`src/rtl/core/fdcp_pkg.sv`:
```
// shared constants for the framed decimal command parser
// byte codes, field widths and the default frame length; no dependencies
package fdcp_pkg;

   localparam int unsigned BYTE_W  = 8;
   localparam int unsigned VALUE_W = 16;

   // default number of characters a frame may carry
   localparam int unsigned MAX_CHARS_DEFAULT = 4;

   localparam logic [BYTE_W-1:0] BYTE_START   = 8'h53; // 'S'
   localparam logic [BYTE_W-1:0] BYTE_NEWLINE = 8'h0A;
   localparam logic [BYTE_W-1:0] BYTE_MINUS   = 8'h2D; // '-'
   localparam logic [BYTE_W-1:0] BYTE_ZERO    = 8'h30; // '0'

endpackage

```
`src/rtl/core/framed_decimal_command_parser.sv`:
```
// framed decimal command parser: input register, frame update, result register
// an accepted item waits in the input register until processed; a closed frame's command is registered as the result
// throughput: one item per cycle, stalls only while a result waits and rsp_tready is low
// reset: synchronous, active high; clears handshake state and returns the parser to idle
// depends on fdcp_pkg
module framed_decimal_command_parser #(
   parameter int unsigned MAX_CHARS = fdcp_pkg::MAX_CHARS_DEFAULT
) (
   input  logic                            clock,
   input  logic                            reset,
   input  logic                            req_tvalid,
   output logic                            req_tready,
   input  logic [fdcp_pkg::BYTE_W-1:0]     req_tdata,   // [7:0] rx_byte
   output logic                            rsp_tvalid,
   input  logic                            rsp_tready,
   output logic [fdcp_pkg::VALUE_W-1:0]    rsp_tdata    // [15:0] command_value (signed)
);

   localparam int unsigned CNT_W = $clog2(MAX_CHARS + 1);
   localparam logic [CNT_W-1:0] CNT_MAX = CNT_W'(MAX_CHARS);

   // input register
   logic [fdcp_pkg::BYTE_W-1:0]  byte_ff, byte_in;
   logic                         byte_vld_ff, byte_vld_in;

   // frame state
   logic                         in_frame_ff, in_frame_in;
   logic [CNT_W-1:0]             char_count_ff, char_count_in;
   logic [fdcp_pkg::VALUE_W-1:0] value_acc_ff, value_acc_in;
   logic                         negative_ff, negative_in;

   // result register
   logic signed [fdcp_pkg::VALUE_W-1:0] result_ff, result_in;
   logic                                out_vld_ff, out_vld_in;

   logic                         advance;
   logic                         process;
   logic                         emit;
   logic [fdcp_pkg::BYTE_W-1:0]  digit;
   logic [fdcp_pkg::VALUE_W-1:0] acc_next;

   assign advance    = !out_vld_ff || rsp_tready;
   assign process    = byte_vld_ff && advance;
   assign req_tready = !byte_vld_ff || advance;

   // acc*10 as two shifts and an add, wraps modulo 2^16
   assign digit    = (byte_ff == fdcp_pkg::BYTE_MINUS) ? '0 : byte_ff - fdcp_pkg::BYTE_ZERO;
   assign acc_next = (value_acc_ff << 3) + (value_acc_ff << 1)
                     + fdcp_pkg::VALUE_W'(digit);

   always_comb begin
      in_frame_in   = in_frame_ff;
      char_count_in = char_count_ff;
      value_acc_in  = value_acc_ff;
      negative_in   = negative_ff;
      emit          = 1'b0;
      if (process) begin
         if (!in_frame_ff) begin
            if (byte_ff == fdcp_pkg::BYTE_START) begin
               in_frame_in   = 1'b1;
               char_count_in = '0;
               value_acc_in  = '0;
               negative_in   = 1'b0;
            end
         end else begin
            priority if (byte_ff == fdcp_pkg::BYTE_START) begin
               // start byte inside a frame is dropped
            end else if (byte_ff == fdcp_pkg::BYTE_NEWLINE) begin
               emit          = 1'b1;
               in_frame_in   = 1'b0;
               char_count_in = '0;
            end else if (char_count_ff >= CNT_MAX) begin
               // overlong frame, abort quietly
               in_frame_in   = 1'b0;
               char_count_in = '0;
            end else begin
               value_acc_in  = acc_next;
               char_count_in = char_count_ff + CNT_W'(1);
               if (byte_ff == fdcp_pkg::BYTE_MINUS) begin
                  negative_in = 1'b1;
               end
            end
         end
      end
   end

   always_comb begin
      byte_in     = byte_ff;
      byte_vld_in = byte_vld_ff;
      if (req_tvalid && req_tready) begin
         byte_in     = req_tdata;
         byte_vld_in = 1'b1;
      end else if (process) begin
         byte_vld_in = 1'b0;
      end
   end

   always_comb begin
      result_in  = result_ff;
      out_vld_in = out_vld_ff;
      if (advance) begin
         out_vld_in = emit;
         if (emit) begin
            result_in = negative_ff ? -$signed(value_acc_ff) : $signed(value_acc_ff);
         end
      end
   end

   always_ff @(posedge clock) begin
      if (reset) begin
         byte_vld_ff   <= 1'b0;
         in_frame_ff   <= 1'b0;
         char_count_ff <= '0;
         value_acc_ff  <= '0;
         negative_ff   <= 1'b0;
         out_vld_ff    <= 1'b0;
      end else begin
         byte_vld_ff   <= byte_vld_in;
         in_frame_ff   <= in_frame_in;
         char_count_ff <= char_count_in;
         value_acc_ff  <= value_acc_in;
         negative_ff   <= negative_in;
         out_vld_ff    <= out_vld_in;
      end
   end

   always_ff @(posedge clock) begin
      byte_ff   <= byte_in;
      result_ff <= result_in;
   end

   assign rsp_tvalid = out_vld_ff;
   assign rsp_tdata  = result_ff;

   a_count_bounded: assert property (@(posedge clock) disable iff (reset)
      char_count_ff <= CNT_MAX)
      else $error("character count beyond frame limit");

   a_idle_count_clear: assert property (@(posedge clock) disable iff (reset)
      !in_frame_ff |-> char_count_ff == '0)
      else $error("character count not cleared while idle");

   a_frame_opens_on_start: assert property (@(posedge clock) disable iff (reset)
      $rose(in_frame_ff) |-> $past(byte_ff) == fdcp_pkg::BYTE_START)
      else $error("frame opened by a byte other than start");

   a_emit_reaches_output: assert property (@(posedge clock) disable iff (reset)
      emit |=> rsp_tvalid)
      else $error("closed frame produced no result");

endmodule
```
`config.mk`:
```
export PLATFORM = sky130hd
export DESIGN_NAME = framed_decimal_command_parser
export DESIGN_NICKNAME = d
export VERILOG_FILES = /design/src/rtl/core/fdcp_pkg.sv /design/src/rtl/core/framed_decimal_command_parser.sv
export SDC_FILE = /design/constraint.sdc
export NUM_CORES = 1
export LEC_CHECK = 0
export ABC_AREA = 1
export BUFFER_PORTS_ARGS = -buffer_cell sky130_fd_sc_hd__buf_4
export CAP_MARGIN = 20
export CORE_ASPECT_RATIO = 0.8
export CORE_MARGIN = 2
export CORE_UTILIZATION = 55
export CTS_BUF_LIST = sky130_fd_sc_hd__clkbuf_2
export CTS_CLUSTER_DIAMETER = 30
export DETAILED_ROUTE_END_ITERATION = 10
export MAX_ROUTING_LAYER = met4
export PLACE_DENSITY = 0.76
export SYNTH_ARGS = -nofsm -noshare
export SYNTH_HDL_FRONTEND = slang
export SYNTH_SLANG_ARGS = --single-unit
export TNS_END_PERCENT = 5
```
`constraint.sdc`:
```
create_clock -name clock -period 9.1 [get_ports clock]
set_clock_uncertainty 0.1 [all_clocks]
set_input_delay 2.73 -clock clock [delete_from_list [all_inputs] [get_ports clock]]
set_output_delay 2.73 -clock clock [all_outputs]
set_load 0.005 [all_outputs]
```
==> impl_results.md, run 1 <==
- Wirelength per Cell: 11.5 um
- Slew HR: 0.672
- # resized after CTS: 0
- Worst setup SP type: primary input
- Fill count: 483
- Initial antenna violation count: 0
- # DRC: 0
- Final wirelength: 6.11 mm
- # hold bufs at CTS: 0
- Worst-Skew Late Latency: roughly 0.43 ns
- Final Hold Violating Endpoints: 0
- Final setup TNS: 0 ns
- Grt ovf: 0
- Setup-failing EPs final: 0
- PortBufs: 29
- Post-Syn Instances: 420
- DIE AREA: approximately 6500 um^2
- Vias in the first global route: between 2000 and 2500
- Area growth, synth to finish: 11.5%
- Internal: ~0.00028 W
- FMAX: around 170 MHz
- RePlAce Congestion: ~0.84
- Switching pwr: about 0.00009 W
- Drt via density: roughly 4.9
- Top cell type's share of synthesized area: 0.222
- Critical Path Max Stage Delay: around 0.16 ns
- CP Max Fanout: 3
- GRT Total Usage: 0.205
- Synth area leader: edfxtp_1
- Outcome: complete, no violations
- Ys Warns: 0
- Slowest CP cell: buf_4
- Peak VDD IR: 0.0681 mV
- Synth cell count leaders: nand2_1, inv_1, nor2_1
- Synth cell types: 30
- Combinational power share: 0.073
- Clock transition at path regs: 0.26 ns
- Multi-input logic area: between 1500 and 2000 um^2
- Slew @ Worst Pin: ~0.49 ns
- Register share of total power: 0.607
- Final period util: 0.656
- Total number of vias: approximately 2600
- Initial Util: 0.584
- P_leak: 1.80 nW
- Tmin final: roughly 6 ns
- Initial drt markers: roughly 160
- Buffer count from post-CTS setup fixing: 0
- Critical path arrival: 3.14 ns
- H-tree depth: 2
- Async S/R FF share, synth: 0
- Worst hold margin: 0.391 ns
- Count of state elements after synthesis: 47
- CORE AREA: 5560 um^2
- Delay-heaviest family, CP: buffers and inverters
- Clock power share: 0.320
- Worst hold path class: reg -> reg
- Final HPWL DP: approximately 4.8 mm
- Largest net degree at the start of global routing: 23
- Cell Area, Synth: between 3000 and 4000 um^2
- Worst EP required: 6.27 ns
- Synth top area cells: edfxtp_1, nand2_1, dfxtp_1, ha_1, inv_1
- CP Cell Sequence: buf_4, inv_2, nand3_1, buf_4
- Max Cap Viol: 0
- Most numerous cell in the Yosys netlist: nand2_1
- RSZ-0062 raised after global routing: false
- Sw frac: 0.244
- Setup crit end kind: primary output
- DRT Pass-1 Iters: 4
- Fraction of layout cells with a size suffix above 1: 0.126
- Row Count: 24
- I/O pin total: 30
- Power per standard cell area: between 100 and 150 nW/um^2
- Register Area: about 1200 um^2
- N_diodes: 0
- Total CTS buffers: 5
- First-pass GRT wire length: around 10 mm
- Root buffer cell: clkbuf_2
- Die width: 89.8 um
- Critical path's most frequent cell: buf_4
- Buffers & Inverters on Critical Path: 3
- Final ANT Viol Nets: 0
- CTS Sinks: 47
- Worst R2R Setup Slack: 5.76 ns
- Die Span Y: about 73 um
- Class of the most critical setup path: in -> out
- Avg Cell Area, Syn: 7.72 um^2
- Number of enable flip-flop cells after synthesis: 24
- Seq/Total Area, Yosys: 0.364
- Nets@finish: 500
- CTS Buffer Depth: 2
- Primary FF master, synth: edfxtp_1
- CTS tree: built
- Post-Synthesis Net Count: roughly 470
- Pins Over Slew Limit: 0
-- area by class of cell --
cell class                      count  area share
Clock buffer                        5     0.00692
Multi-Input combinational cell    297       0.488
Inverter                           71      0.0737
Timing Repair Buffer               30      0.0640
Clock inverter                      3      0.0132
Sequential cell                    47       0.327
Tap cell                           78      0.0270
-- cells in the final DEF, fill, tap and decap left out, drive strengths merged --
| cell | Yosys | layout |
|---|---|---|
| nand3b | 2 | 2 |
| nand3 | 29 | 29 |
| buf | 4 | 29 |
| a21oi | 32 | 32 |
| dfxtp | 23 | 23 |
| bufinv | 0 | 1 |
| edfxtp | 24 | 24 |
| xnor2 | 3 | 3 |
| clkinv | 0 | 1 |
| inv | 71 | 72 |
| or2 | 2 | 2 |
| nand2 | 127 | 127 |
| nand4 | 6 | 6 |
| xor2 | 15 | 15 |
| o21ai | 4 | 4 |
| nor3 | 4 | 4 |
| nor2 | 35 | 35 |
| clkbuf | 1 | 6 |
| fa | 6 | 6 |
| o31ai | 1 | 1 |
| nor2b | 1 | 1 |
| ha | 30 | 30 |
-- worst register-to-register path, delay by kind of cell, from the launching register on --
kind	cells	cell delay [ns]
adders and majority gates	3	1.05
buffers and inverters	3	0.37
AOI/OAI and AO/OA	1	0.12
and+or+nand+nor	9	1.12
DFF	1	0.53
-- final timing paths --
check / startpoint / to / cells past startpoint
setup / recovery: rsp_tready / req_tready / 4
hold reg to reg: value_acc_ff[15] / value_acc_ff[15] / 2
setup reg to reg: byte_ff[4] / value_acc_ff[8] / 16
hold / removal: value_acc_ff[15] / value_acc_ff[15] / 2
-- layer usage --
| metal | global-route usage | vias to the layer above | wire length (um) |
|---|---|---|---|
| li1 | - | 1393 | - |
| met1 | 0.298 | 1152 | 3110 |
| met2 | 0.301 | 54 | 2600 |
| met3 | 0.0424 | 2 | 372 |
| met4 | 0.0376 | 0 | 22 |
| met5 | - | - | 0 |
-- registers in the layout (all words and copies together) (netlist names) --
register,cells
char_count_ff,3
byte_ff,8
value_acc_ff,16
rsp_tvalid,1
rsp_tdata,16
negative_ff,1
in_frame_ff,1
byte_vld_ff,1
-- cells by family (layout without fill, tap and decap cells) --
logic type / after synthesis / count (layout) / share of synthesized area
DFF: 47 / 47 / 0.364
AOI/OAI and AO/OA: 37 / 37 / 0.0614
buffers and inverters: 76 / 109 / 0.0926
and+or+nand+nor: 206 / 206 / 0.280
adders and majority gates: 36 / 36 / 0.153
xor gates and xnor gates: 18 / 18 / 0.0486
-- through the flow --
step / worst slack, ns / utilization / area, um^2 / power, W / cells
2_1_floorplan: 3.40 / - / 3240 / 0.000251 / 420
3_3_place_gp: 3.14 / 0.635 / 3530 / 0.000259 / 522
3_5_place_dp: 3.12 / 0.635 / 3530 / 0.000260 / 522
4_1_cts: 3.12 / 0.648 / 3600 / 0.000379 / 530
5_1_grt: 3.09 / 0.651 / 3610 / 0.000393 / 531
6_report: 3.13 / 0.651 / 3610 / 0.000376 / 531
-- power groups by stage --
| stage | sequential (W) | combinational [W] | clock [W] |
|---|---|---|---|
| final | 0.000228 | 0.0000275 | 0.000121 |
| after global routing | 0.000229 | 0.0000314 | 0.000133 |
| after CTS | 0.000228 | 0.0000277 | 0.000123 |
| after detailed placement | 0.000233 | 0.0000272 | 0 |
| after global placement | 0.000233 | 0.0000266 | 0 |
| after floorplan | 0.000232 | 0.0000194 | 0 |
Power figures use the tool's default switching activity.
==> run 2: changes to the inputs <==
Clock period 9.1 ns to 5.9 ns, I/O delays scaled along.
==> run 2 against run 1 <==
Net effect:
- non-clock buffer count stayed put
- register-to-register slack worse by 3.1 ns
- highest routed layer unchanged
- total power is 40% higher
- via count is 1.0% higher
- hold slack worse by 0.00067 ns
- largest cell class unchanged
- setup slack worse by 1.3 ns
- die area stayed put
- sequential power is 54% higher
- cell count stayed put
- critical path depth stayed put
==> impl_results.md, run 2 (synthesis gave the netlist of run 1 again) <==
- Vias in the first global route: 2336 (+3.1%)
- Largest net degree at the start of global routing: 23 (unchanged)
- DRT Pass-1 Iters: 4 (unchanged)
- CORE AREA: 5560 um^2 (unchanged)
- Root buffer cell: clkbuf_2
- Worst setup SP type: primary input
- Grt ovf: 0 (unchanged)
- CP Max Fanout: 3 (unchanged)
- Fin area: 3580 um^2 (-0.83%)
- CTS Sinks: 47 (unchanged)
- Total number of vias: 2627 (+1.0%)
- Slew @ Worst Pin: 0.472 ns (-0.0170 ns)
- # hold bufs at CTS: 0 (unchanged)
- FMAX: about 250 MHz
- Tmin final: 4.05 ns
- RSZ-0062 raised after global routing: false
- Critical path arrival: 2.18 ns (-0.96 ns)
- Row Count: 24 (unchanged)
- Worst-Skew Late Latency: 0.42 ns (about the same)
- Clock transition at path regs: 0.23 ns (-0.03 ns)
- Setup crit end kind: primary output
- Initial Util: 0.584 (unchanged)
- DIE AREA: 6530 um^2 (unchanged)
- Final wirelength: 6.17 mm (+1.0%)
- Area growth, synth to finish: 10.6%
- # resized after CTS: 0 (unchanged)
- Peak VDD IR: 0.111 mV (+63%)
- Placement-stage worst setup slack: 1.84 ns (-1.28 ns)
- Worst EP required: 4.03 ns (-2.24 ns)
- Worst hold path class: reg -> reg
- Fraction of layout cells with a size suffix above 1: 0.124 (-0.00221)
- Final Hold Violating Endpoints: 0 (unchanged)
- Drt via density: 4.95 (+1.0%)
- Initial drt markers: 150 (-5.7%)
- I/O pin total: 30 (unchanged)
- Power per standard cell area: 147 nW/um^2 (+41%)
- Final HPWL DP: 4.99 mm (+3.5%)
- Outcome: complete, no violations
- CTS Buffer Depth: 2 (unchanged)
- Dpl cells: 522 (unchanged)
- Setup-failing EPs final: 0 (unchanged)
- Wirelength per Cell: 11.6 um (+1.0%)
- Final ANT Viol Nets: 0 (unchanged)
- P_leak: 1.79 nW (-0.98%)
- Layout Cells excl Fill: 531 (unchanged)
- H-tree depth: 2 (unchanged)
- GRT Total Usage: 0.208 (+0.00292)
- Slew HR: 0.684 (+0.0114)
- Nets@finish: 500 (unchanged)
- Buffer count from post-CTS setup fixing: 0 (unchanged)
- Final setup TNS: 0 ns (unchanged)
- Fill count: 514 (+6.4%)
- # DRC: 0 (unchanged)
- Initial antenna violation count: 0 (unchanged)
- PortBufs: 29 (unchanged)
- CTS tree: built
- Most frequent cells in the layout: nand2_1, inv_1, nor2_1, ha_1
- First-pass GRT wire length: 10.6 mm (+1.6%)
- Max Cap Viol: 0 (unchanged)
- Placement Cell Area: 3530 um^2 (unchanged)
- Pins Over Slew Limit: 0 (unchanged)
- PnR worst setup slack: 1.85 ns (-1.29 ns)
- Class of the most critical setup path: in -> out
- Most common cell after layout, fill and taps aside: nand2_1
- Final period util: 0.687
- RePlAce Congestion: 0.881 (+4.6%)
- N_diodes: 0 (unchanged)
- Total CTS buffers: 5 (unchanged)
- Die Span Y: 72.7 um (unchanged)
- Die width: 89.8 um (unchanged)
-- run 2: final timing paths --
path	startpoint	end	slack [ns]	cells after the start
worst max-delay path	rsp_tready	req_tready	1.85	4
worst min-delay path	value_acc_ff[15]	value_acc_ff[15]	0.39	2
worst max register to register	byte_ff[4]	value_acc_ff[9]	2.63	14
worst min register to register	value_acc_ff[15]	value_acc_ff[15]	0.39	2
-- run 2: critical path: stages --
cell     delay (ns)
buf_4          0.11
inv_2          0.05
nand3_1        0.10
buf_4          0.16
-- run 2: power by group --
group	internal, W	switching [W]	total (W)
Sequential	0.000347	0.00000501	0.000352
Clock	0.0000286	0.000106	0.000134
Combinational	0.0000173	0.0000246	0.0000419
-- run 2: final cells by class --
| cell class | count | area (um^2) | share of cell area |
|---|---|---|---|
| well taps | 78 | 97.6 | 0.0272 |
| clock inverters | 3 | 20.0 | 0.00558 |
| multi-input cells | 297 | 1770 | 0.492 |
| clock buffers | 5 | 25.0 | 0.00698 |
| flip-flops and latches | 47 | 1180 | 0.329 |
| repair buffers | 30 | 229 | 0.0639 |
| inverters | 71 | 267 | 0.0743 |
-- run 2: layer usage --
| metal | track usage | vias to the layer above | wire length (um) |
|---|---|---|---|
| li1 | - | 1393 | - |
| met1 | 0.285 | 1175 | 3130 |
| met2 | 0.333 | 57 | 2690 |
| met3 | 0.0351 | 2 | 323 |
| met4 | 0.0376 | 0 | 23 |
| met5 | - | - | 0 |
-- run 2: metrics by stage --
step	util	hold WS, ns	power (W)
global placement	0.635	0.360	0.000399
CTS	0.643	0.392	0.000531
detailed placement	0.635	0.365	0.000401
finish	0.645	0.391	0.000528
floorplan	-	0.344	0.000387
global route	0.645	0.438	0.000550
